[src/rtl/cau_pkg.sv]
// ----------------------------------------------------------------------------
// cau_pkg
// types, codes and helpers of the complex arithmetic unit
// ----------------------------------------------------------------------------
package cau_pkg;

  localparam int FRAC_BITS = 16;
  localparam int DIV_STEPS = 32;

  typedef enum logic [1:0] {
    OP_ADD = 2'd0,
    OP_SUB = 2'd1,
    OP_MUL = 2'd2,
    OP_DIV = 2'd3
  } op_t;

  localparam logic [1:0] ST_OK  = 2'd0;
  localparam logic [1:0] ST_DZ  = 2'd1;
  localparam logic [1:0] ST_SAT = 2'd2;

  typedef struct packed {
    logic        sat;
    logic [31:0] val;
  } sat_t;

  typedef struct packed {
    logic [31:0] re;
    logic [31:0] im;
    logic [1:0]  st;
  } res_t;

  // front end result: exact sums, product terms and the divisor
  typedef struct packed {
    op_t                op;
    logic               dz;
    logic signed [32:0] sum_re;
    logic signed [32:0] sum_im;
    logic signed [64:0] w_re;
    logic signed [64:0] w_im;
    logic [63:0]        d;
  } fr_t;

  // one divider lane: partial remainder, pending numerator bits, quotient
  typedef struct packed {
    logic        neg;
    logic        ovf;
    logic [63:0] rem;
    logic [31:0] nlo;
    logic [31:0] q;
  } lane_t;

  typedef struct packed {
    logic        is_div;
    logic        dz;
    res_t        pre;
    logic [63:0] d;
    lane_t       re;
    lane_t       im;
  } dstg_t;

  function automatic sat_t clamp65(input logic signed [64:0] v);
    sat_t s;
    s.sat = 1'b0;
    s.val = v[31:0];
    if (v > 65'sd2147483647) begin
      s.sat = 1'b1;
      s.val = 32'h7fff_ffff;
    end else if (v < -65'sd2147483648) begin
      s.sat = 1'b1;
      s.val = 32'h8000_0000;
    end
    return s;
  endfunction

endpackage

[src/rtl/cau_div_step.sv]
// ----------------------------------------------------------------------------
// cau_div_step
// one restoring divide step for both lanes, registered
// ----------------------------------------------------------------------------
module cau_div_step (
  input  logic           clk,
  input  logic           rst_n,
  input  logic           en,
  input  logic           i_v,
  input  cau_pkg::dstg_t i_s,
  output logic           o_v,
  output cau_pkg::dstg_t o_s
);

  logic           v_r;
  cau_pkg::dstg_t s_r, s_nxt;

  function automatic cau_pkg::lane_t step(input cau_pkg::lane_t l, input logic [63:0] d);
    cau_pkg::lane_t n;
    logic [64:0]    r2;
    logic [64:0]    df;
    n  = l;
    r2 = {l.rem, l.nlo[31]};
    df = r2 - {1'b0, d};
    n.nlo = {l.nlo[30:0], 1'b0};
    if (!df[64]) begin
      n.rem = df[63:0];
      n.q   = {l.q[30:0], 1'b1};
    end else begin
      n.rem = r2[63:0];
      n.q   = {l.q[30:0], 1'b0};
    end
    return n;
  endfunction

  always_comb begin
    s_nxt    = i_s;
    s_nxt.re = step(i_s.re, i_s.d);
    s_nxt.im = step(i_s.im, i_s.d);
  end

  always_ff @(posedge clk) begin
    if (!rst_n) begin
      v_r <= 1'b0;
    end else if (en) begin
      v_r <= i_v;
    end
  end

  always_ff @(posedge clk) begin
    if (en) begin
      s_r <= s_nxt;
    end
  end

  assign o_v = v_r;
  assign o_s = s_r;

endmodule

[config.mk]
export PLATFORM = sky130hd
export DESIGN_NAME = cau_div_step
export DESIGN_NICKNAME = d
export VERILOG_FILES = /design/src/rtl/cau_pkg.sv /design/src/rtl/cau_div_step.sv
export SDC_FILE = /design/constraint.sdc
export NUM_CORES = 1
export LEC_CHECK = 0
export BUFFER_PORTS_ARGS = -buffer_cell sky130_fd_sc_hd__buf_4
export CORE_AREA = 2 2 303 305
export DETAILED_ROUTE_END_ITERATION = 8
export DIE_AREA = 0 0 305 307
export SETUP_SLACK_MARGIN = 0.4
export SLEW_MARGIN = 40
export SYNTH_ARGS = -nofsm -noshare
export SYNTH_HDL_FRONTEND = slang
export SYNTH_SLANG_ARGS = --single-unit
[constraint.sdc]
create_clock -name clk -period 5.83 [get_ports clk]
set_clock_uncertainty 0.1 [all_clocks]
set_input_delay 0.2915 -clock clk [delete_from_list [all_inputs] [get_ports clk]]
set_output_delay 0.2915 -clock clk [all_outputs]
set_load 0.005 [all_outputs]
==> results.toml <==
[pwr]
cellPowerDensity_mw_per_mm2 = 284
p_leak_nw = 14.5
peakVddDrop_uv = 218

[min_path]
min-delay-start = "en"
holdPathEnd = "o_s[150]"
hold_depth = 1
holdCritPathClass = "input port to flip-flop"

[floorplan]
start_util_pct = 23.4
die_h_um = 307
core_region_area_mm2 = 0.0907
fp.dieArea_mm2 = 0.0936
placementRows = 111
die_x_um = 305
io_pins = 789

[grt]
grt_max_degree = 115
grt_pass1_wl_mm = 136
grtUsageTotal_pct = 20.0
antenna_found_initial = 25
grt_pass1_vias = 19500
overflow = 0

[setup_path]
startpoint_type = "input port"
crit_required_ps = 6100
timing.rr.start = "o_v"
end_kind = "flip-flop"
crit_fanout = 54
crit_type = "input port to flip-flop"
r2r_cells = 3
ff2ff_setup_slack_ps = 4570
r2r-end = "o_v"
arrival_ps = 5430

[route]
first_pass_iters = 5
drt_wl_total_mm = 97.6
drt_iter0_drc = 1315
drc = 0
wl_per_cell_um = 23.5
num_vias = 19100
via_per_inst = 4.60
ant_nets = 0

[yosys]
yosysWarnings = 0
netlist_top_cells_count = "390 x edfxtp_1, 150 x a21oi_1, 128 x ha_1"
yosysUniqueCellTypes = 74
yosysMostFrequentCell = "edfxtp_1"
avgSynthCellArea_um2 = 12.1
mappedNetlistArea_mm2 = 0.0212
synth_cells = 1749
synth_top_area_share_pct = 55.1
synthTopCellsByArea = "edfxtp_1 55%, ha_1 7.5%, mux2_2 3.8%"
async_reset_ff_share_pct = 0
synth-edff-count = 390
ys.flop_type = "edfxtp_1"
synth_sequential_area_ratio_pct = 55.2
synth_area_leader_cell = "edfxtp_1"
ys_ff_latch = 391

[place]
gp_congestion = 0.887
io_buffers = 784
detailed_place_hpwl_mm = 77.3
placed_area_mm2 = 0.0284

[cts]
htree_levels = 2
cts_made_buffers = 51
clk_latency_ps = 620
cts_setup_buffers = 0
cts-root-buf = "clkbuf_16"
clock_sinks = 391
clockBufferDepth = 3
cts_tree = "yes"
path_clk_slew_ps = 60

[timing]
tns_ps = 0
finalSetupViolations = 0
maxSlewViolCount = 0
period_needed_ps = 5160
worst_slew_pin_slew_ps = 833
slew_headroom_pct = 44.5
fmax_mhz = 194
fin_crit_sh_pct = 88.5
grt_setup_unrepaired = "no"
hold_viol_final = 0

[status]
status = "finished, final reports clean"

[finish]
fin_nets = 3442
fill_cells = 8863
stdcell_area_mm2 = 0.0343
syn_to_final_growth_pct = 61.3
final_layout_size_suffix_gt1_share_pct = 32.6

[run]
cap_viol_max_count = 0
==> repair_timing <==
action                                  CTS  global route
endpoints found under the setup margin    0             0
hold buffers                            390             0
hold endpoints to repair                389             0
gates resized for setup                   0             0
==> metal layers <==
layer | vias up | routed length, um | GRT usage, %
met5 | - | 146 | 0
met4 | 22 | 3670 | 7.90
met3 | 159 | 5900 | 4.71
met2 | 704 | 50300 | 36.3
met1 | 9306 | 37600 | 22.5
li1 | 8931 | - | -
==> state kept, by name, indices dropped and copies added (netlist names) <==
signal / flops
o_v: 1
o_s: 390
==> cells in the final DEF, fill, tap and decap left out, types with 53 or more instances in the layout <==
cell,netlist,layout
a21o_1,59,59
a21oi_1,150,150
buf_4,5,791
dlygate4sd3_1,0,390
edfxtp_1,390,390
ha_1,128,128
inv_1,105,105
mux2_1,53,53
mux2_2,71,71
nand2_1,115,115
nor2_1,82,82
o21ai_0,78,77
xnor2_1,71,71
==> worst max path at each step <==
stage	depth (start not counted)	slack, ps	start	endpoint
3_5_place_dp	15	640	i_s[193]	o_s[212]
5_1_grt	16	580	i_s[193]	o_s[201]
2_1_floorplan	15	2000	i_s[193]	o_s[230]
3_3_place_gp	15	680	i_s[193]	o_s[211]
4_1_cts	16	720	i_s[193]	o_s[212]
6_report	16	670	i_s[193]	o_s[201]
==> critical path, stage by stage <==
cell	delay, ps
dlygate4sd3_1	540
buf_4	110
inv_1	50
ha_1	290
fa_1	430
nand2b_1	200
a21oi_2	200
o21ai_1	190
a211oi_2	490
a21oi_2	210
o41ai_4	700
a41oi_4	250
o41ai_2	470
xor2_4	210
buf_12	290
mux2_2	410
==> area by class of cell <==
class	count	area (um^2)	area share, %
Clock inverter	32	561	1.64
Antenna cell	12	30.0	0.0877
Tap cell	1186	1480	4.33
Multi-Input combinational cell	1181	8770	25.6
Sequential cell	391	11700	34.2
Clock buffer	62	1350	3.94
Timing Repair Buffer	1186	9940	29.0
Inverter	105	394	1.15
==> metrics by stage <==
stage	hold slack, ps	setup slack (ps)	power [mW]	instances	util, %
2_1_floorplan	290	2000	4.67	1750	-
3_3_place_gp	370	683	5.88	3659	31.3
3_5_place_dp	371	641	5.90	3659	31.3
4_1_cts	17.2	722	9.84	4143	37.7
5_1_grt	46.4	585	10.1	4148	37.8
6_report	48.6	671	9.72	4155	37.8
==> power breakdown <==
part | switching, mW | leakage, nW | internal [mW] | total, mW
logic | 1.24 | 9.73 | 1.25 | 2.49
clock network | 1.37 | 0.922 | 2.28 | 3.64
registers | 0.104 | 3.83 | 3.48 | 3.59
total | 2.72 | 14.5 | 7.00 | 9.72
==> kinds of logic after synthesis <==
logic type	count (synthesis)	synth area share, %
AOI/OAI and AO/OA	449	13.6
DFF	391	55.2
and+or+nand+nor	349	7.89
buffers and inverters	178	3.72
adders and majority gates	130	7.73
muxes	129	6.81
xor gates and xnor gates	122	5.03
other	1	0.0177
No activity file was read; power rests on OpenSTA's default activity.
