## src/rtl/cau_pkg.sv

```systemverilog
// ----------------------------------------------------------------------------
// cau_pkg
// types, codes and helpers of the complex arithmetic unit
// ----------------------------------------------------------------------------
package cau_pkg;

  localparam int FRAC_BITS = 16;
  localparam int DIV_STEPS = 32;

  typedef enum logic [1:0] {
    OP_ADD = 2'd0,
    OP_SUB = 2'd1,
    OP_MUL = 2'd2,
    OP_DIV = 2'd3
  } op_t;

  localparam logic [1:0] ST_OK  = 2'd0;
  localparam logic [1:0] ST_DZ  = 2'd1;
  localparam logic [1:0] ST_SAT = 2'd2;

  typedef struct packed {
    logic        sat;
    logic [31:0] val;
  } sat_t;

  typedef struct packed {
    logic [31:0] re;
    logic [31:0] im;
    logic [1:0]  st;
  } res_t;

  // front end result: exact sums, product terms and the divisor
  typedef struct packed {
    op_t                op;
    logic               dz;
    logic signed [32:0] sum_re;
    logic signed [32:0] sum_im;
    logic signed [64:0] w_re;
    logic signed [64:0] w_im;
    logic [63:0]        d;
  } fr_t;

  // one divider lane: partial remainder, pending numerator bits, quotient
  typedef struct packed {
    logic        neg;
    logic        ovf;
    logic [63:0] rem;
    logic [31:0] nlo;
    logic [31:0] q;
  } lane_t;

  typedef struct packed {
    logic        is_div;
    logic        dz;
    res_t        pre;
    logic [63:0] d;
    lane_t       re;
    lane_t       im;
  } dstg_t;

  function automatic sat_t clamp65(input logic signed [64:0] v);
    sat_t s;
    s.sat = 1'b0;
    s.val = v[31:0];
    if (v > 65'sd2147483647) begin
      s.sat = 1'b1;
      s.val = 32'h7fff_ffff;
    end else if (v < -65'sd2147483648) begin
      s.sat = 1'b1;
      s.val = 32'h8000_0000;
    end
    return s;
  endfunction

endpackage

```

## src/rtl/cau_back.sv

```systemverilog
// ----------------------------------------------------------------------------
// cau_back
// quotient sign and saturation, status, output register
// ----------------------------------------------------------------------------
module cau_back (
  input  logic           clk,
  input  logic           rst_n,
  input  logic           en,
  input  logic           i_v,
  input  cau_pkg::dstg_t i_s,
  output logic           out_v,
  output cau_pkg::res_t  out_res
);

  logic          v_r;
  cau_pkg::res_t res_r, res_nxt;
  cau_pkg::sat_t f_re, f_im;

  function automatic cau_pkg::sat_t fin(input cau_pkg::lane_t l);
    cau_pkg::sat_t s;
    logic [32:0]   lim;
    logic [32:0]   mag;
    lim   = l.neg ? 33'h0_8000_0000 : 33'h0_7fff_ffff;
    s.sat = l.ovf || ({1'b0, l.q} > lim);
    mag   = s.sat ? lim : {1'b0, l.q};
    s.val = l.neg ? 32'(-mag) : mag[31:0];
    return s;
  endfunction

  always_comb begin
    f_re = fin(i_s.re);
    f_im = fin(i_s.im);
    if (!i_s.is_div) begin
      res_nxt = i_s.pre;
    end else if (i_s.dz) begin
      res_nxt.re = 32'd0;
      res_nxt.im = 32'd0;
      res_nxt.st = cau_pkg::ST_DZ;
    end else begin
      res_nxt.re = f_re.val;
      res_nxt.im = f_im.val;
      res_nxt.st = (f_re.sat || f_im.sat) ? cau_pkg::ST_SAT : cau_pkg::ST_OK;
    end
  end

  always_ff @(posedge clk) begin
    if (!rst_n) begin
      v_r <= 1'b0;
    end else if (en) begin
      v_r <= i_v;
    end
  end

  always_ff @(posedge clk) begin
    if (en) begin
      res_r <= res_nxt;
    end
  end

  assign out_v   = v_r;
  assign out_res = res_r;

endmodule

```

## config.mk

```make
export PLATFORM = sky130hd
export DESIGN_NAME = cau_back
export DESIGN_NICKNAME = d
export VERILOG_FILES = /design/src/rtl/cau_pkg.sv /design/src/rtl/cau_back.sv
export SDC_FILE = /design/constraint.sdc
export NUM_CORES = 1
export LEC_CHECK = 0
export ABC_AREA = 0
export BUFFER_PORTS_ARGS = -buffer_cell sky130_fd_sc_hd__buf_2
export CAP_MARGIN = 20
export CORE_AREA = 3 3 180 182
export CTS_BUF_LIST = sky130_fd_sc_hd__clkbuf_8 sky130_fd_sc_hd__clkbuf_16
export DETAILED_ROUTE_END_ITERATION = 16
export DIE_AREA = 0 0 183 185
export GPL_TIMING_DRIVEN = 0
export PLACE_DENSITY = 0.5
export SLEW_MARGIN = 5
export SYNTH_ARGS = -nofsm -noshare
export SYNTH_HDL_FRONTEND = slang
export SYNTH_SLANG_ARGS = --single-unit
```

## constraint.sdc

```tcl
create_clock -name clk -period 4.9 [get_ports clk]
set_input_delay 0.98 -clock clk [delete_from_list [all_inputs] [get_ports clk]]
set_output_delay 0.98 -clock clk [all_outputs]
set_load 0.01 [all_outputs]
```

==> results.toml <==
[worst_setup_path]
arrival_ps = 4790
cp-end-kind = "flip-flop"
critPathLaunch = "i_s[259]"
cp.depth = 21
cpLargestDelayFamily = "compound AO/OA/AOI/OAI gates"
crit_type = "primary input to flip-flop"
timing.rr.end = "out_v"
cp-endpoint = "out_res[52]"
path_max_fanout = 31
reg2regPathDepth = 2
rrSetupSlack_ps = 4320
cp.buffers_inverters = 8
path_cells = "buf_12 > clkbuf_16 > clkinvlp_4 > buf_4 > ha_1 > nand4_1 > buf_4 > nor3_1 > a211oi_1 > nand2_1 > o22a_1 > buf_6 > nor2_4 > buf_6 > a21oi_1 > ha_2 > clkinv_1 > a31oi_1 > a31oi_1 > o21ai_1 > o31ai_2"
r2r_start = "out_v"
cp.required_ps = 5020
slowest_stage = "o31ai_2"
cp-start-kind = "primary input"
cp_slowest_stage_delay_ps = 370

[detailed_routing]
vias = 7105
ant_nets = 0
via_per_inst = 5.17
totalWireLength_um = 30500
first_iter_violations = 574
wl_per_cell_um = 22.2
dr.pass1.iters = 5
route.detailed.drc = 0

[timing]
fin_setup_tns_ps = 0
setup_slack_ps = 229
final_hold_viol_count = 0
max_slew_margin = 0.429
rsz0062_at_grt = "no"
period_needed_ps = 4670
fmax_mhz = 214
whs_ps = 522
fin_crit_sh = 0.953
slew_viol_final = 0
fin_skew_ps = 0
setup_viol = 0
worst_pin_slew_ps = 843

[logic_synthesis]
synth_ff_type = "edfxtp_1"
synth_edf_count = 66
synth_top_area_frac = 0.305
synth_area_leaders = "edfxtp_1, ha_1, o2bb2ai_1"
ys_ff_latch = 67
syn-instance-count = 746
avgSynthCellArea_sq_um = 8.71
yosysWarnings = 0
async_reset_ff_frac = 0
yosysSeqAreaShare = 0.308
yosysUniqueCellTypes = 77
yosysTopAreaCell = "edfxtp_1"
netlist_area_sq_um = 6500
syn-num-nets = 1208

[global_route]
overflow = 0
use_met2 = 0.256
grt_pass1_wl_um = 43700
grt_antenna_before_repair = 2
grt_usage = 0.173
grt_use_met1 = 0.252
grt_pass1_vias = 6661
grt_use_met3 = 0.0483
grt_max_degree = 50
top_usage_layer = "met2"

[final_layout]
area_growth_pct = 35.2
fin_nets = 1436
nFillCells = 3364
drive_gt1_frac = 0.306
final_cell_area_sq_um = 8790
seq_area_sq_um = 2000
multi_input_area_sq_um = 4460
diodes = 0

[die]
io_pins = 463
core-area_sq_um = 30700
dieWidth_um = 183
die_h_um = 185
dieArea_sq_um = 33900
rows = 64
initial_core_util = 0.211

[power]
power_density_nw_per_um2 = 236
irDropWorstVdd_uv = 171
power_mw = 2.07
total_leakage_power_nw = 3.50

[clock_network]
cts_tree = "yes"
clock_latency_ps = 330
cts_sinks = 67
cts_htree_levels = 3
cts_hold_buf = 0
cts_made_buffers = 9
root_buffer = "clkbuf_16"
clkTransAtPathRegs_ps = 70
cts_buffer_depth = 2

[placed_design]
portBuffers = 206
post-place-ws_ps = -2040
gp_congestion = 0.930
dp_hpwl_um = 23900
placed_area_sq_um = 8060

[min_path]
min_path_type = "flip-flop to flip-flop"
hold_depth = 2

[job]
max_cap_viol_count = 0

[outcome]
status = "finished clean"
final cells by class:
cell class / instances / share of cell area
multi-input combinational: 620 / 0.507
buffer: 40 / 0.0285
tap: 396 / 0.0564
clock inverter: 7 / 0.00926
clock buffer: 9 / 0.0256
inverter: 17 / 0.00797
sequential: 67 / 0.228
timing repair buffer: 219 / 0.137
cells in the final DEF (no fill, tap or decap), types with 11 or more instances in the layout:
master / n
a21oi_1: 59
buf_2: 207
buf_4: 14
clkbuf_1: 23
clkbuf_16: 11
edfxtp_1: 66
ha_1: 64
inv_1: 12
mux2i_1: 11
nand2_1: 54
nand3_1: 17
nand4_1: 17
nor2_1: 73
nor3_1: 35
o21a_1: 14
o21ai_0: 39
o21ai_1: 11
o2bb2ai_1: 39
cell usage after synthesis (3+ instances only):
cell       number
nor2b_1         6
a21oi_1        63
o31a_1          9
buf_2           8
edfxtp_1       66
nand2_1        56
and3_1          5
a21o_1          9
o21ai_0        39
nand3_1        17
o211ai_1        3
mux2_2          5
or3_1          10
mux2i_1        12
a22o_1          4
nor2_1         73
o221ai_1        3
nand4_1        17
o41ai_1         3
o21ai_1        14
nand2b_1        5
clkbuf_1       31
nor4_1          9
and2_1          3
nor3_1         35
o31ai_1         8
inv_1          13
o21a_1         14
or4_1           8
o32ai_1         5
o2bb2ai_1      40
and4_1          4
xnor2_1        10
a211oi_1        7
clkinv_1        3
o311ai_1        4
ha_1           66
a31oi_1         8
o22ai_1         3
how the worst min path moves through the flow:
stage          start  endpoint  slack (ps)
6_report       out_v     out_v         520
5_1_grt        out_v     out_v         600
4_1_cts        out_v     out_v         520
3_5_place_dp   out_v     out_v         510
3_3_place_gp   out_v     out_v         500
2_1_floorplan  out_v     out_v         540
power by group:
| group | leakage, nW | internal [mW] | switching [mW] | total [mW] |
|---|---|---|---|---|
| Combinational | 2.71 | 0.253 | 0.408 | 0.661 |
| Sequential | 0.649 | 0.696 | 0.0192 | 0.715 |
| Clock | 0.147 | 0.403 | 0.292 | 0.695 |
cells by family (layout without fill, tap and decap cells):
kind of cell,Yosys count,after routing,share of synthesized area
simple gates,264,264,0.209
compound gates,259,259,0.271
flops,67,67,0.308
fa+ha+maj,66,66,0.127
buf+inv,59,292,0.0374
mux,18,18,0.0289
xor+xnor,13,13,0.0187
repair_timing:
action / in CTS / in global routing
cloned: 0 / 1
pin swaps: 3 / 7
buffers inserted: 5 / 6
setup endpoints to repair: 64 / 27
gates resized for setup: 57 / 20
sequential cells by signal, indices dropped and copies added, names as in the netlist:
signal	cells
out_v	1
out_res	66
metrics by stage:
stage / utilization / std cells
after floorplan: - / 746
after global placement: 0.261 / 1348
after detailed placement: 0.262 / 1349
after CTS: 0.281 / 1369
after global routing: 0.286 / 1375
final: 0.286 / 1375
worst reg2reg max path: stages, from the launching register on:
cell     delay (ps)
dfxtp_1         310
mux2i_1         120
nor2b_1          60
metal layers:
metal	vias to the layer above	wire (um)
met5	-	27
met1	3422	14500
met3	28	2540
met2	272	13000
met4	4	407
li1	3379	-
Power figures use the tool's default switching activity.
