[config.mk]
export PLATFORM = sky130hd
export DESIGN_NAME = cau_prep
export DESIGN_NICKNAME = d
export VERILOG_FILES = /design/src/rtl/cau_pkg.sv /design/src/rtl/cau_prep.sv
export SDC_FILE = /design/constraint.sdc
export NUM_CORES = 1
export LEC_CHECK = 0
export BUFFER_PORTS_ARGS = -buffer_cell sky130_fd_sc_hd__buf_2
export CAP_MARGIN = 10
export CELL_PAD_IN_SITES_DETAIL_PLACEMENT = 1
export CELL_PAD_IN_SITES_GLOBAL_PLACEMENT = 1
export CORE_MARGIN = 10
export CORE_UTILIZATION = 40
export DETAILED_ROUTE_END_ITERATION = 8
export GPL_TIMING_DRIVEN = 0
export PLACE_DENSITY_LB_ADDON = 0.1
export REMOVE_ABC_BUFFERS = 1
export SETUP_SLACK_MARGIN = 0.02
export SLEW_MARGIN = 0
export SYNTH_ARGS = -nofsm -noshare
export SYNTH_HDL_FRONTEND = slang
export SYNTH_SLANG_ARGS = --single-unit
[constraint.sdc]
create_clock -name clk -period 4.8 [get_ports clk]
set_input_delay 0.24 -clock clk [delete_from_list [all_inputs] [get_ports clk]]
set_output_delay 0.24 -clock clk [all_outputs]
set_load 0.005 [all_outputs]
[src/rtl/cau_pkg.sv]
// ----------------------------------------------------------------------------
// cau_pkg
// types, codes and helpers of the complex arithmetic unit
// ----------------------------------------------------------------------------
package cau_pkg;

  localparam int FRAC_BITS = 16;
  localparam int DIV_STEPS = 32;

  typedef enum logic [1:0] {
    OP_ADD = 2'd0,
    OP_SUB = 2'd1,
    OP_MUL = 2'd2,
    OP_DIV = 2'd3
  } op_t;

  localparam logic [1:0] ST_OK  = 2'd0;
  localparam logic [1:0] ST_DZ  = 2'd1;
  localparam logic [1:0] ST_SAT = 2'd2;

  typedef struct packed {
    logic        sat;
    logic [31:0] val;
  } sat_t;

  typedef struct packed {
    logic [31:0] re;
    logic [31:0] im;
    logic [1:0]  st;
  } res_t;

  // front end result: exact sums, product terms and the divisor
  typedef struct packed {
    op_t                op;
    logic               dz;
    logic signed [32:0] sum_re;
    logic signed [32:0] sum_im;
    logic signed [64:0] w_re;
    logic signed [64:0] w_im;
    logic [63:0]        d;
  } fr_t;

  // one divider lane: partial remainder, pending numerator bits, quotient
  typedef struct packed {
    logic        neg;
    logic        ovf;
    logic [63:0] rem;
    logic [31:0] nlo;
    logic [31:0] q;
  } lane_t;

  typedef struct packed {
    logic        is_div;
    logic        dz;
    res_t        pre;
    logic [63:0] d;
    lane_t       re;
    lane_t       im;
  } dstg_t;

  function automatic sat_t clamp65(input logic signed [64:0] v);
    sat_t s;
    s.sat = 1'b0;
    s.val = v[31:0];
    if (v > 65'sd2147483647) begin
      s.sat = 1'b1;
      s.val = 32'h7fff_ffff;
    end else if (v < -65'sd2147483648) begin
      s.sat = 1'b1;
      s.val = 32'h8000_0000;
    end
    return s;
  endfunction

endpackage

[src/rtl/cau_prep.sv]
// ----------------------------------------------------------------------------
// cau_prep
// finishes add, subtract and multiply; sets up the divider lanes
// ----------------------------------------------------------------------------
module cau_prep (
  input  logic           clk,
  input  logic           rst_n,
  input  logic           en,
  input  logic           fr_v,
  input  cau_pkg::fr_t   fr,
  output logic           ds_v,
  output cau_pkg::dstg_t ds
);

  typedef struct packed {
    logic          is_div;
    logic          dz;
    cau_pkg::res_t pre;
    logic [63:0]   d;
    logic          neg_re;
    logic [63:0]   mag_re;
    logic          neg_im;
    logic [63:0]   mag_im;
  } mg_t;

  logic               s3_v_r;
  mg_t                s3_r, s3_nxt;
  logic               s4_v_r;
  cau_pkg::dstg_t     s4_r, s4_nxt;
  cau_pkg::sat_t      c_re, c_im;
  logic signed [64:0] sh_re, sh_im;
  logic [63:0]        top_re, top_im;

  always_comb begin
    sh_re = fr.w_re >>> cau_pkg::FRAC_BITS;
    sh_im = fr.w_im >>> cau_pkg::FRAC_BITS;
    if (fr.op == cau_pkg::OP_MUL) begin
      c_re = cau_pkg::clamp65(sh_re);
      c_im = cau_pkg::clamp65(sh_im);
    end else begin
      c_re = cau_pkg::clamp65(65'(fr.sum_re));
      c_im = cau_pkg::clamp65(65'(fr.sum_im));
    end
    s3_nxt.is_div = (fr.op == cau_pkg::OP_DIV);
    s3_nxt.dz     = fr.dz;
    s3_nxt.d      = fr.d;
    s3_nxt.pre.re = c_re.val;
    s3_nxt.pre.im = c_im.val;
    s3_nxt.pre.st = (c_re.sat || c_im.sat) ? cau_pkg::ST_SAT : cau_pkg::ST_OK;
    // magnitudes never exceed 2^63, so 64 bits hold them
    s3_nxt.neg_re = fr.w_re[64];
    s3_nxt.mag_re = fr.w_re[64] ? 64'(-fr.w_re) : fr.w_re[63:0];
    s3_nxt.neg_im = fr.w_im[64];
    s3_nxt.mag_im = fr.w_im[64] ? 64'(-fr.w_im) : fr.w_im[63:0];
  end

  always_comb begin
    // numerator is mag << FRAC_BITS; the part above bit 31 seeds the remainder
    top_re = s3_r.mag_re >> (32 - cau_pkg::FRAC_BITS);
    top_im = s3_r.mag_im >> (32 - cau_pkg::FRAC_BITS);
    s4_nxt.is_div = s3_r.is_div;
    s4_nxt.dz     = s3_r.dz;
    s4_nxt.pre    = s3_r.pre;
    s4_nxt.d      = s3_r.d;
    s4_nxt.re.neg = s3_r.neg_re;
    s4_nxt.re.ovf = (top_re >= s3_r.d);
    s4_nxt.re.rem = (top_re >= s3_r.d) ? 64'd0 : top_re;
    s4_nxt.re.nlo = s3_r.mag_re[31:0] << cau_pkg::FRAC_BITS;
    s4_nxt.re.q   = 32'd0;
    s4_nxt.im.neg = s3_r.neg_im;
    s4_nxt.im.ovf = (top_im >= s3_r.d);
    s4_nxt.im.rem = (top_im >= s3_r.d) ? 64'd0 : top_im;
    s4_nxt.im.nlo = s3_r.mag_im[31:0] << cau_pkg::FRAC_BITS;
    s4_nxt.im.q   = 32'd0;
  end

  always_ff @(posedge clk) begin
    if (!rst_n) begin
      s3_v_r <= 1'b0;
      s4_v_r <= 1'b0;
    end else if (en) begin
      s3_v_r <= fr_v;
      s4_v_r <= s3_v_r;
    end
  end

  always_ff @(posedge clk) begin
    if (en) begin
      s3_r <= s3_nxt;
      s4_r <= s4_nxt;
    end
  end

  assign ds_v = s4_v_r;
  assign ds   = s4_r;

endmodule

==> results of run 1 <==
[logic make-up after synthesis]
kind of cell	count (synthesis)	synth area share, %
AOI/OAI and AO/OA	288	7.991
xor gates and xnor gates	125	4.588
adders and majority gates	98	5.139
buffers and inverters	260	6.240
DFF	526	66.11
muxes	2	0.08390
other	1	0.01572
and+or+nand+nor	378	9.832
[Yosys cell counts, types with 3 or more instances]
cell	number	share of area, %
or4_1	23	0.72
o31ai_1	38	1.2
nand2b_1	10	0.26
buf_4	130	4.1
inv_1	57	0.90
nor2_1	18	0.28
nand3_1	15	0.31
or2_2	6	0.16
ha_1	98	5.1
a221oi_1	3	0.11
nand2_1	106	1.7
xnor2_1	125	4.6
a31oi_1	3	0.079
a221o_1	31	1.3
nor4_1	20	0.52
edfxtp_1	524	66
o21ai_0	53	1.1
and2_1	4	0.10
nand3b_1	5	0.16
clkbuf_1	62	0.98
nor4b_1	94	3.5
nor2b_1	4	0.10
o41ai_1	35	1.3
nor3_1	14	0.29
a21oi_1	109	2.3
buf_2	8	0.17
nand4_1	22	0.58
or3_1	21	0.55
[state kept, by name, indices dropped and copies added, names as in the netlist]
name and count:
ds 263, ds_v 1, s3_r 261, s3_v_r 1
[area by class of cell]
type | count | share of cell area (%)
inverters | 57 | 0.6816
clock buffers | 69 | 4.823
flip-flops and latches | 526 | 50.26
diodes | 5 | 0.03986
repair buffers | 783 | 17.23
clock inverters | 34 | 0.9407
multi-input cells | 1020 | 22.95
well taps | 773 | 3.081
[placed cells by master, fill, tap and decap left out, types with 4 or more instances in the layout]
cell | synthesis | layout
inv_1 | 57 | 57
nor2_1 | 18 | 18
buf_2 | 8 | 529
buf_12 | 0 | 7
clkinv_1 | 0 | 12
ha_1 | 98 | 98
o21ai_0 | 53 | 52
or2_2 | 6 | 6
a21oi_1 | 109 | 105
nand4_1 | 22 | 22
o31ai_1 | 38 | 38
edfxtp_1 | 524 | 524
nand3b_1 | 5 | 5
nand3_1 | 15 | 15
bufinv_16 | 0 | 5
or4_1 | 23 | 23
nor3_1 | 14 | 14
nor2b_1 | 4 | 4
nand2b_1 | 10 | 10
conb_1 | 1 | 129
xnor2_1 | 125 | 125
a221o_1 | 31 | 31
nand2_1 | 106 | 106
a21oi_4 | 0 | 4
o41ai_1 | 35 | 35
clkinv_2 | 0 | 12
clkbuf_1 | 62 | 10
nor4_1 | 20 | 20
or3_1 | 21 | 21
diode_2 | 0 | 5
nor4b_1 | 94 | 94
dlygate4sd3_1 | 0 | 235
buf_8 | 0 | 5
buf_16 | 0 | 7
clkbuf_16 | 0 | 59
[power by group]
part | internal, mW | leakage (nW) | switching [mW]
Clock | 2.50 | 0.884 | 1.85
Combinational | 0.648 | 6.10 | 0.790
Sequential | 5.56 | 5.15 | 0.179
Total | 8.71 | 12.1 | 2.82
[path summary, 6_finish.rpt]
kind | cells after the start | end | startpoint | slack, ns
min | 3 | s3_r[216]$_DFFE_PP_ | fr[214] | 0.02
min reg2reg | 0 | ds[376]$_DFFE_PP_ | s3_r[246]$_DFFE_PP_ | 0.42
max reg2reg | 9 | ds[236]$_SDFFCE_PP0P_ | s3_r[143]$_DFFE_PP_ | 1.19
max | 9 | ds[236]$_SDFFCE_PP0P_ | s3_r[143]$_DFFE_PP_ | 1.19
[critical path, delay by kind of cell (launching register included)]
kind            cells  cell delay, ns
simple gates        4            1.19
compound gates      1            0.79
buf+inv             3            0.58
flops               1            0.40
fa+ha+maj           1            0.31
[metal layers]
metal	vias up	share of wire (%)	track usage, %
li1	7788	-	-
met1	8685	37	25.24
met2	605	54	42.20
met3	132	6.1	5.160
met4	6	2.9	6.749
met5	-	0.045	0
[per-stage QoR]
stage               setup TNS [ns]  utilization (%)  hold slack, ns  instance area (µm²)  total power, mW
finish                           0            53.19         0.01807                31390            11.53
floorplan                   -28.24                -          0.3389                23070            6.302
detailed placement               0            46.05          0.4055                27180            7.091
global placement          -2638.88            45.22          0.4003                26690            7.073
CTS                              0            53.10        0.002260                31340            11.62
global route                     0            53.18        0.005618                31390            11.99
[what timing repair did]
item | 4_1_cts | 5_1_grt
hold buffers | 235 | 0
endpoints found under the setup margin | 0 | 0
hold endpoints to repair | 221 | 0
==> reports/qor.csv, run 1 <==
stage;metric;value;unit
synth;synth_edf_count;524;
floorplan;dieHeight;264.2;µm
floorplan;die_area;0.06982;mm²
grt;grt_use_total;22.68;%
worst_setup_path;worstPathArrival;3.91;ns
detailed_routing;avgRoutedWirePerCell;25.24;µm
detailed_routing;drt_first_pass_iters;7;
floorplan;pin_count;660;
placement;dp.cells;2922;
pwr;ir_worst_vdd;0.3126;mV
pwr;p_leak;12.13;nW
cts;cts_buffers;58;
worst_setup_path;cp_slowest_cell;a311oi_4;
cts;cts_max_path_buffers;3;
timing;period_share;75.11;%
floorplan;dieWidth;264.2;µm
detailed_routing;routed_via_density;5.270;
placement;gp_congestion;0.8170;
placement;hpwlAfterDp;59.50;mm
detailed_routing;drcViolationCount;0;
cts;cts_tree;yes;
placement;portBuffers;530;
worst_setup_path;slowest_delay;0.79;ns
cts;clk_pin_slew;0.06;ns
synth;avgSynthCellArea;14.22;µm²
timing;slew_headroom;32.81;%
synth;ys_ff_latch;526;
worst_setup_path;startpoint_type;flop;
timing;hold_viol_final;0;
finish;areaGrowthSynthToFinish;31.55;%
finish;num-nets-final;2811;
worst_setup_path;worstPathRequired;5.11;ns
detailed_routing;wl;82.44;mm
finish;multi_input_area;0.007204;mm²
cts;cts_resized;0;
finish;register_area;0.01578;mm²
worst_setup_path;critPathKind;flop to flop;
synth;ys_async_sr_fraction;0;%
timing;final-max-slew-violation-count;0;
cts;clock-sinks;526;
pwr;power.density;367.3;mW/mm²
synth;synth_area;0.02386;mm²
timing;worst_pin_slew;1.006;ns
timing;rsz0062_at_grt;false;
synth;synth_top_flop_cell;edfxtp_1;
timing;setup_violations;0;
worst_setup_path;worstPathCellList;inv_1, ha_1, nand4_1, nor3_1, or4b_2, a311oi_4, buf_8, buf_16, nor4b_1;
timing;setup_ws;1.195;ns
timing;fmax;277.4;MHz
detailed_routing;dr.first_iter.drc_count;1338;
grt;grt_max_degree;125;
cts;htree_levels;2;
synth;syn_inst;1678;
detailed_routing;antenna_left;0;
worst_setup_path;critPathMaxFanout;21;
grt;gr-total-overflow;0;
synth;ys_types;54;
timing;min_period;3.605;ns
synth;ys_seq_area_share;66.11;%
floorplan;start_util;40.43;%
grt;grt_pass1_wl;121.0;mm
finish;layout.cells.non_filler;3267;
finish;drive_gt1_share;26.60;%
placement;dp_slack;1.195;ns
worst_setup_path;worst_setup_path_end_kind;flop;
status;status;complete, no violations;
floorplan;core_area;0.05902;mm²
floorplan;rows;89;
grt;antenna_found_initial;8;
min_path;hp-class;input port to flop;
detailed_routing;routed-via-count;17220;
finish;nFillCells;6063;
synth;yosysWarnings;0;
cts;clk-insertion-delay-late;0.62;ns
timing;fin_worst_skew;0.02510;ns
cts;cts_root_buffer;clkbuf_16;
grt;grt_pass1_vias;19030;
cts;cts_setup_buffers;0;
run;cap_viol_max_count;0;
No activity file was read; power rests on OpenSTA's default activity.
==> inputs of run 2 (changes only) <==
- ABC_AREA: default -> 1
- CORE_UTILIZATION: 40 -> 37
- clock period: 4.8 -> 3.2 ns (I/O delays scaled with it)
==> reports/qor.csv, run 2 <==
stage;metric;value;unit
status;status;complete, no violations;
detailed_routing;routed_via_density;4.839;
cts;cts_tree;yes;
worst_setup_path;r2r-start;s3_r[161]$_DFFE_PP_;
placement;portBuffers;530;
finish;utilization;48.61;%
synth;yosys.cell_count.top_type;edfxtp_1;
worst_setup_path;crit_end;s3_r[200]$_DFFE_PP_;
timing;fin_worst_hold_slack;0.04024;ns
timing;setup_violations;0;
worst_setup_path;critPathMaxFanout;31;
synth;ys_types;43;
synth;yosysWarnings;0;
finish;largest_reg_flops;263;
synth;synth_commonest_cells;edfxtp_1, nand2_1, nor2_1;
min_path;hold_depth;3;
synth;ys_ff_latch;526;
finish;nFillCells;7945;
timing;slew_headroom;17.84;%
finish;layout_common_cells;buf_2, edfxtp_1, nand2_1, nor2_1, inv_1;
timing;hold_viol_final;0;
cts;cts_setup_buffers;0;
synth;synth_top_flop_cell;edfxtp_1;
synth;synthTopCellsByArea;edfxtp_1, nand2_1, nor2_1, ha_1, inv_1;
grt;grt_pass1_wl;148.4;mm
placement;dp.cells;3998;
synth;ys_seq_area_share;59.96;%
worst_setup_path;reg2reg_slack;0.37;ns
floorplan;dieHeight;286.7;µm
synth;avgSynthCellArea;10.22;µm²
finish;final_common_cell;buf_2;
timing;period_share;88.66;%
floorplan;core_area;0.07027;mm²
pwr;p_leak;14.67;nW
cts;cts_root_buffer;clkbuf_16;
run;cap_viol_max_count;0;
detailed_routing;routed-via-count;21160;
timing;min_period;2.837;ns
pwr;swShare;26.32;%
worst_setup_path;worstPathRequired;3.59;ns
pwr;pwr-share-clk;38.5;%
synth;syn_inst;2574;
finish;multi_input_area;0.008578;mm²
synth;synth_area;0.02631;mm²
worst_setup_path;worst_setup_path_end_kind;flop;
worst_setup_path;ff2ff_path_depth;14;
grt;grt_pass1_vias;22840;
timing;worst_pin_slew;1.232;ns
synth;yosys.area.top_type;edfxtp_1;
placement;hpwlAfterDp;77.67;mm
grt;grt_use_total;24.08;%
grt;gr-total-overflow;0;
detailed_routing;avgRoutedWirePerCell;23.38;µm
placement;gp_congestion;0.8913;
cts;clock-sinks;526;
min_path;hp-class;input port to flop;
detailed_routing;wl;102.3;mm
floorplan;die_area;0.08217;mm²
pwr;p_int;13.30;mW
pwr;ir_worst_vdd;0.4669;mV
worst_setup_path;cp-startpoint;fr[115];
grt;grt_max_degree;130;
pwr;power.density;528.4;mW/mm²
detailed_routing;dr.first_iter.drc_count;1302;
cts;cts_max_path_buffers;3;
timing;fin_worst_skew;0.01788;ns
detailed_routing;drt_first_pass_iters;5;
finish;areaGrowthSynthToFinish;29.84;%
floorplan;pin_count;660;
synth;ys_async_sr_fraction;0;%
timing;final-max-slew-violation-count;0;
worst_setup_path;worstPathArrival;3.23;ns
cts;htree_levels;2;
pwr;p_switching;4.751;mW
finish;layout.cells.non_filler;4373;
timing;fmax;352.5;MHz
cts;clk_pin_slew;0.06;ns
detailed_routing;drcViolationCount;0;
grt;antenna_found_initial;12;
floorplan;dieWidth;286.7;µm
detailed_routing;antenna_left;0;
worst_setup_path;timing.rr.end;ds[66]$_SDFFCE_PP0P_;
finish;register_area;0.01578;mm²
pwr;p_seq_share;47.7;%
synth;synth_edf_count;524;
worst_setup_path;critPathKind;input port to flop;
floorplan;rows;97;
finish;num-nets-final;3739;
worst_setup_path;startpoint_type;input port;
cts;cts_buffers;60;
cts;clk-insertion-delay-late;0.64;ns
synth;synth_top_cell_area_share;59.81;%
pwr;comb_power_share;13.8;%
finish;drive_gt1_share;19.28;%
timing;rsz0062_at_grt;false;
floorplan;start_util;37.44;%
## run 2: cell count changes after synthesis, sizes merged, moves of 66 or more
cell,previous run,this run
a21oi,109,175
inv,57,319
nand2,106,470
nand3,16,96
nor2,18,403
nor4b,95,0
xnor2,125,12
xor2,0,91
## run 2: metrics by stage
step / worst slack, ns / total power [mW] / TNS [ns] / instance area, µm²
3_5_place_dp: -0.6415 / 10.94 / -16.13 / 29600
2_1_floorplan: 0.7589 / 9.601 / 0 / 25520
6_report: 0.3629 / 18.05 / 0 / 34160
3_3_place_gp: -6.148 / 10.93 / -3196.89 / 29350
5_1_grt: 0.1361 / 18.83 / 0 / 34160
4_1_cts: 0.07551 / 18.19 / 0 / 34070
## run 2: kinds of logic (layout without fill, tap and decap cells)
logic type | count (synthesis) | count (layout) | synth area share [%]
other | 1 | 139 | 0.01425
AOI/OAI and AO/OA | 282 | 282 | 5.945
adders and majority gates | 98 | 98 | 4.660
xor gates and xnor gates | 103 | 103 | 3.429
and+or+nand+nor | 1060 | 1060 | 16.59
buffers and inverters | 504 | 1225 | 9.402
DFF | 526 | 526 | 59.96
## run 2: routing by layer
layer,up-vias,routed length [µm],track usage [%]
met5,-,53,0
met4,6,2573,6.593
met3,147,5943,4.845
met2,661,51140,41.85
met1,10370,42540,30.02
li1,9984,-,-
## run 2: layout make-up
cell class	count	area share [%]
Clock inverter	42	1.231
Clock buffer	69	4.494
Timing Repair inverter	1	0.01465
Multi-Input combinational cell	1672	25.11
Timing Repair Buffer	793	15.93
Inverter	320	3.527
Sequential cell	526	46.18
Antenna cell	10	0.07325
Tap cell	940	3.443
## run 2: worst min-delay path by stage
stage | startpoint | to
detailed placement | fr[7] | s3_r[137]$_DFFE_PP_
global route | fr[89] | s3_r[25]$_DFFE_PP_
CTS | fr[90] | s3_r[26]$_DFFE_PP_
global placement | fr[22] | s3_r[152]$_DFFE_PP_
floorplan | fr[64] | s3_r[0]$_DFFE_PP_
finish | fr[101] | s3_r[37]$_DFFE_PP_
## run 2: worst max-delay path, cell delays in order
cell           delay, ns
dlygate4sd3_1       0.57
buf_2               0.16
nor2_2              0.16
nand2_1             0.15
nor2_1              0.25
nand3_1             0.18
nor2_1              0.12
nand2_1             0.06
nand2_1             0.08
inv_2               0.05
nand2_2             0.49
a21oi_1             0.17
dlygate4sd3_1       0.60
## run 2: timing repair
item,4_1_cts,5_1_grt
gates cloned,1,0
endpoints found under the setup margin,18,48
hold buffers,250,1
endpoints found under the hold margin,269,1
gates resized for setup,2,2
## run 2: power groups by stage
stage	sequential [mW]	combinational, mW	clock, mW
5_1_grt	8.65	2.79	7.38
6_report	8.60	2.50	6.95
3_3_place_gp	8.82	2.11	0
3_5_place_dp	8.73	2.20	0
4_1_cts	8.60	2.50	7.10
2_1_floorplan	8.65	0.948	0
==> inputs of run 3 (changes only) <==
- CORE_ASPECT_RATIO: default -> 1.5
==> reports/qor.csv, run 3 (synthesis results as in run 2) <==
stage;metric;value;unit
floorplan;start_util;37.36;%
worst_setup_path;timing.rr.end;ds[209]$_SDFFCE_PP0P_;
timing;slew_headroom;18.83;%
detailed_routing;antenna_left;0;
detailed_routing;routed_via_density;4.903;
cts;cts_tree;yes;
placement;dp.cells;3964;
finish;num-nets-final;3730;
timing;rsz0062_at_grt;false;
cts;cts_max_path_buffers;3;
pwr;ir_worst_vdd;0.4346;mV
timing;period_share;91.07;%
grt;grt_max_degree;128;
worst_setup_path;critPathMaxFanout;35;
pwr;power.density;537.4;mW/mm²
finish;register_area;0.01578;mm²
min_path;hold_depth;1;
grt;grt_pass1_vias;23610;
placement;portBuffers;530;
timing;final-max-slew-violation-count;0;
detailed_routing;routed-via-count;21180;
timing;fin_worst_skew;0.02731;ns
finish;multi_input_area;0.008566;mm²
cts;clock-sinks;526;
timing;hold_viol_final;0;
floorplan;rows;119;
finish;nFillCells;7906;
floorplan;core_area;0.07043;mm²
worst_setup_path;r2r-start;s3_r[128]$_DFFE_PP_;
placement;placed_area;0.02952;mm²
worst_setup_path;worst_setup_path_end_kind;flop;
grt;grt_use_total;24.25;%
timing;fmax;343.1;MHz
grt;grt_pass1_wl;150.1;mm
timing;setup_violations;0;
detailed_routing;drcViolationCount;0;
timing;min_period;2.914;ns
finish;areaGrowthSynthToFinish;29.52;%
status;status;complete, no violations;
finish;layout_common_cells;buf_2, edfxtp_1, nand2_1, nor2_1, inv_1;
min_path;holdPathEnd;s3_r[64]$_DFFE_PP_;
detailed_routing;drt_first_pass_iters;5;
worst_setup_path;ff2ff_path_depth;11;
run;cap_viol_max_count;0;
worst_setup_path;worstPathArrival;3.40;ns
finish;drive_gt1_share;19.54;%
cts;cts_setup_buffers;0;
worst_setup_path;startpoint_type;input port;
finish;utilization;48.39;%
finish;final_common_cell;buf_2;
placement;hpwlAfterDp;79.90;mm
detailed_routing;avgRoutedWirePerCell;23.85;µm
grt;gr-total-overflow;0;
cts;cts_root_buffer;clkbuf_16;
timing;worst_pin_slew;1.210;ns
floorplan;pin_count;660;
grt;antenna_found_initial;3;
worst_setup_path;critPathKind;input port to flop;
cts;htree_levels;2;
floorplan;die_area;0.08239;mm²
detailed_routing;dr.first_iter.drc_count;997;
finish;largest_reg_flops;263;
floorplan;dieWidth;237.7;µm
cts;cts_buffers;55;
cts;clk-insertion-delay-late;0.63;ns
min_path;holdCritStartpoint;fr[128];
finish;design_area;0.03408;mm²
finish;layout.cells.non_filler;4319;
worst_setup_path;worstPathRequired;3.68;ns
cts;clk_pin_slew;0.06;ns
pwr;total_power;18.31;mW
pwr;p_leak;14.69;nW
placement;gp_congestion;0.9109;
min_path;hp-class;input port to flop;
detailed_routing;wl;103.0;mm
worst_setup_path;reg2reg_slack;0.44;ns
floorplan;dieHeight;346.6;µm
run 3: cell types whose count changed in the layout (fill, tap and decap cells not counted), sizes merged:
cell         previous run  this run
bufinv                  7        14
clkbuf                 70        65
clkinv                 31        16
clkinvlp                5         4
diode                  10         3
dlygate4sd3           251       249
inv                   320       322
run 3: routing by layer:
| metal | GRT usage [%] | vias up | routed length, µm |
|---|---|---|---|
| li1 | - | 9941 | - |
| met1 | 24.89 | 10380 | 36800 |
| met2 | 45.64 | 698 | 54910 |
| met3 | 5.637 | 155 | 6630 |
| met4 | 10.89 | 4 | 4632 |
| met5 | 0 | - | 22 |
run 3: timing repair:
action                                  in CTS  in global routing
endpoints found under the setup margin       1                  0
endpoints found under the hold margin      240                  0
hold buffers                               249                  0
resized for setup                            1                  0
run 3: worst max-delay path by stage:
stage | start | endpoint | slack [ns] | cells after the start
2_1_floorplan | s3_r[63]$_DFFE_PP_ | ds[100]$_SDFFCE_PP0P_ | 0.76 | 12
3_3_place_gp | en | s3_v_r$_SDFFE_PN0P_ | -6.19 | 4
3_5_place_dp | fr[193] | s3_r[237]$_DFFE_PP_ | -0.61 | 9
4_1_cts | fr[193] | s3_r[248]$_DFFE_PP_ | 0.09 | 9
5_1_grt | s3_r[145]$_DFFE_PP_ | ds[241]$_SDFFCE_PP0P_ | 0.15 | 13
6_report | fr[261] | s3_r[203]$_DFFE_PP_ | 0.29 | 8
run 3: critical path, stage by stage:
cell	delay (ns)
buf_2	0.12
nor2_4	0.27
clkinv_1	0.98
o21ai_2	0.73
buf_8	0.28
a21oi_1	0.07
a21oi_1	0.17
dlygate4sd3_1	0.57
run 3: final cells by class:
| cell class | count | area share [%] |
|---|---|---|
| Sequential cell | 526 | 46.29 |
| Multi-Input combinational cell | 1672 | 25.14 |
| Timing Repair Buffer | 790 | 15.78 |
| Clock buffer | 65 | 4.303 |
| Inverter | 320 | 3.525 |
| Tap cell | 907 | 3.330 |
| Clock inverter | 36 | 1.612 |
| Antenna cell | 3 | 0.02203 |
run 3: per-stage QoR:
step	TNS, ns	hold slack [ns]	setup WS, ns
after global placement	-3220.17	0.3379	-6.195
final	0	0.02399	0.2857
after CTS	0	0.0001457	0.08713
after detailed placement	-14.32	0.3389	-0.6100
after floorplan	0	0.2589	0.7589
after global routing	0	0.01075	0.1523
run 3: where the power goes:
part / switching [mW] / leakage [nW] / internal (mW)
Combinational: 1.47 / 8.56 / 0.957
Clock: 2.87 / 0.984 / 4.40
Sequential: 0.287 / 5.15 / 8.33
Total: 4.63 / 14.7 / 13.7
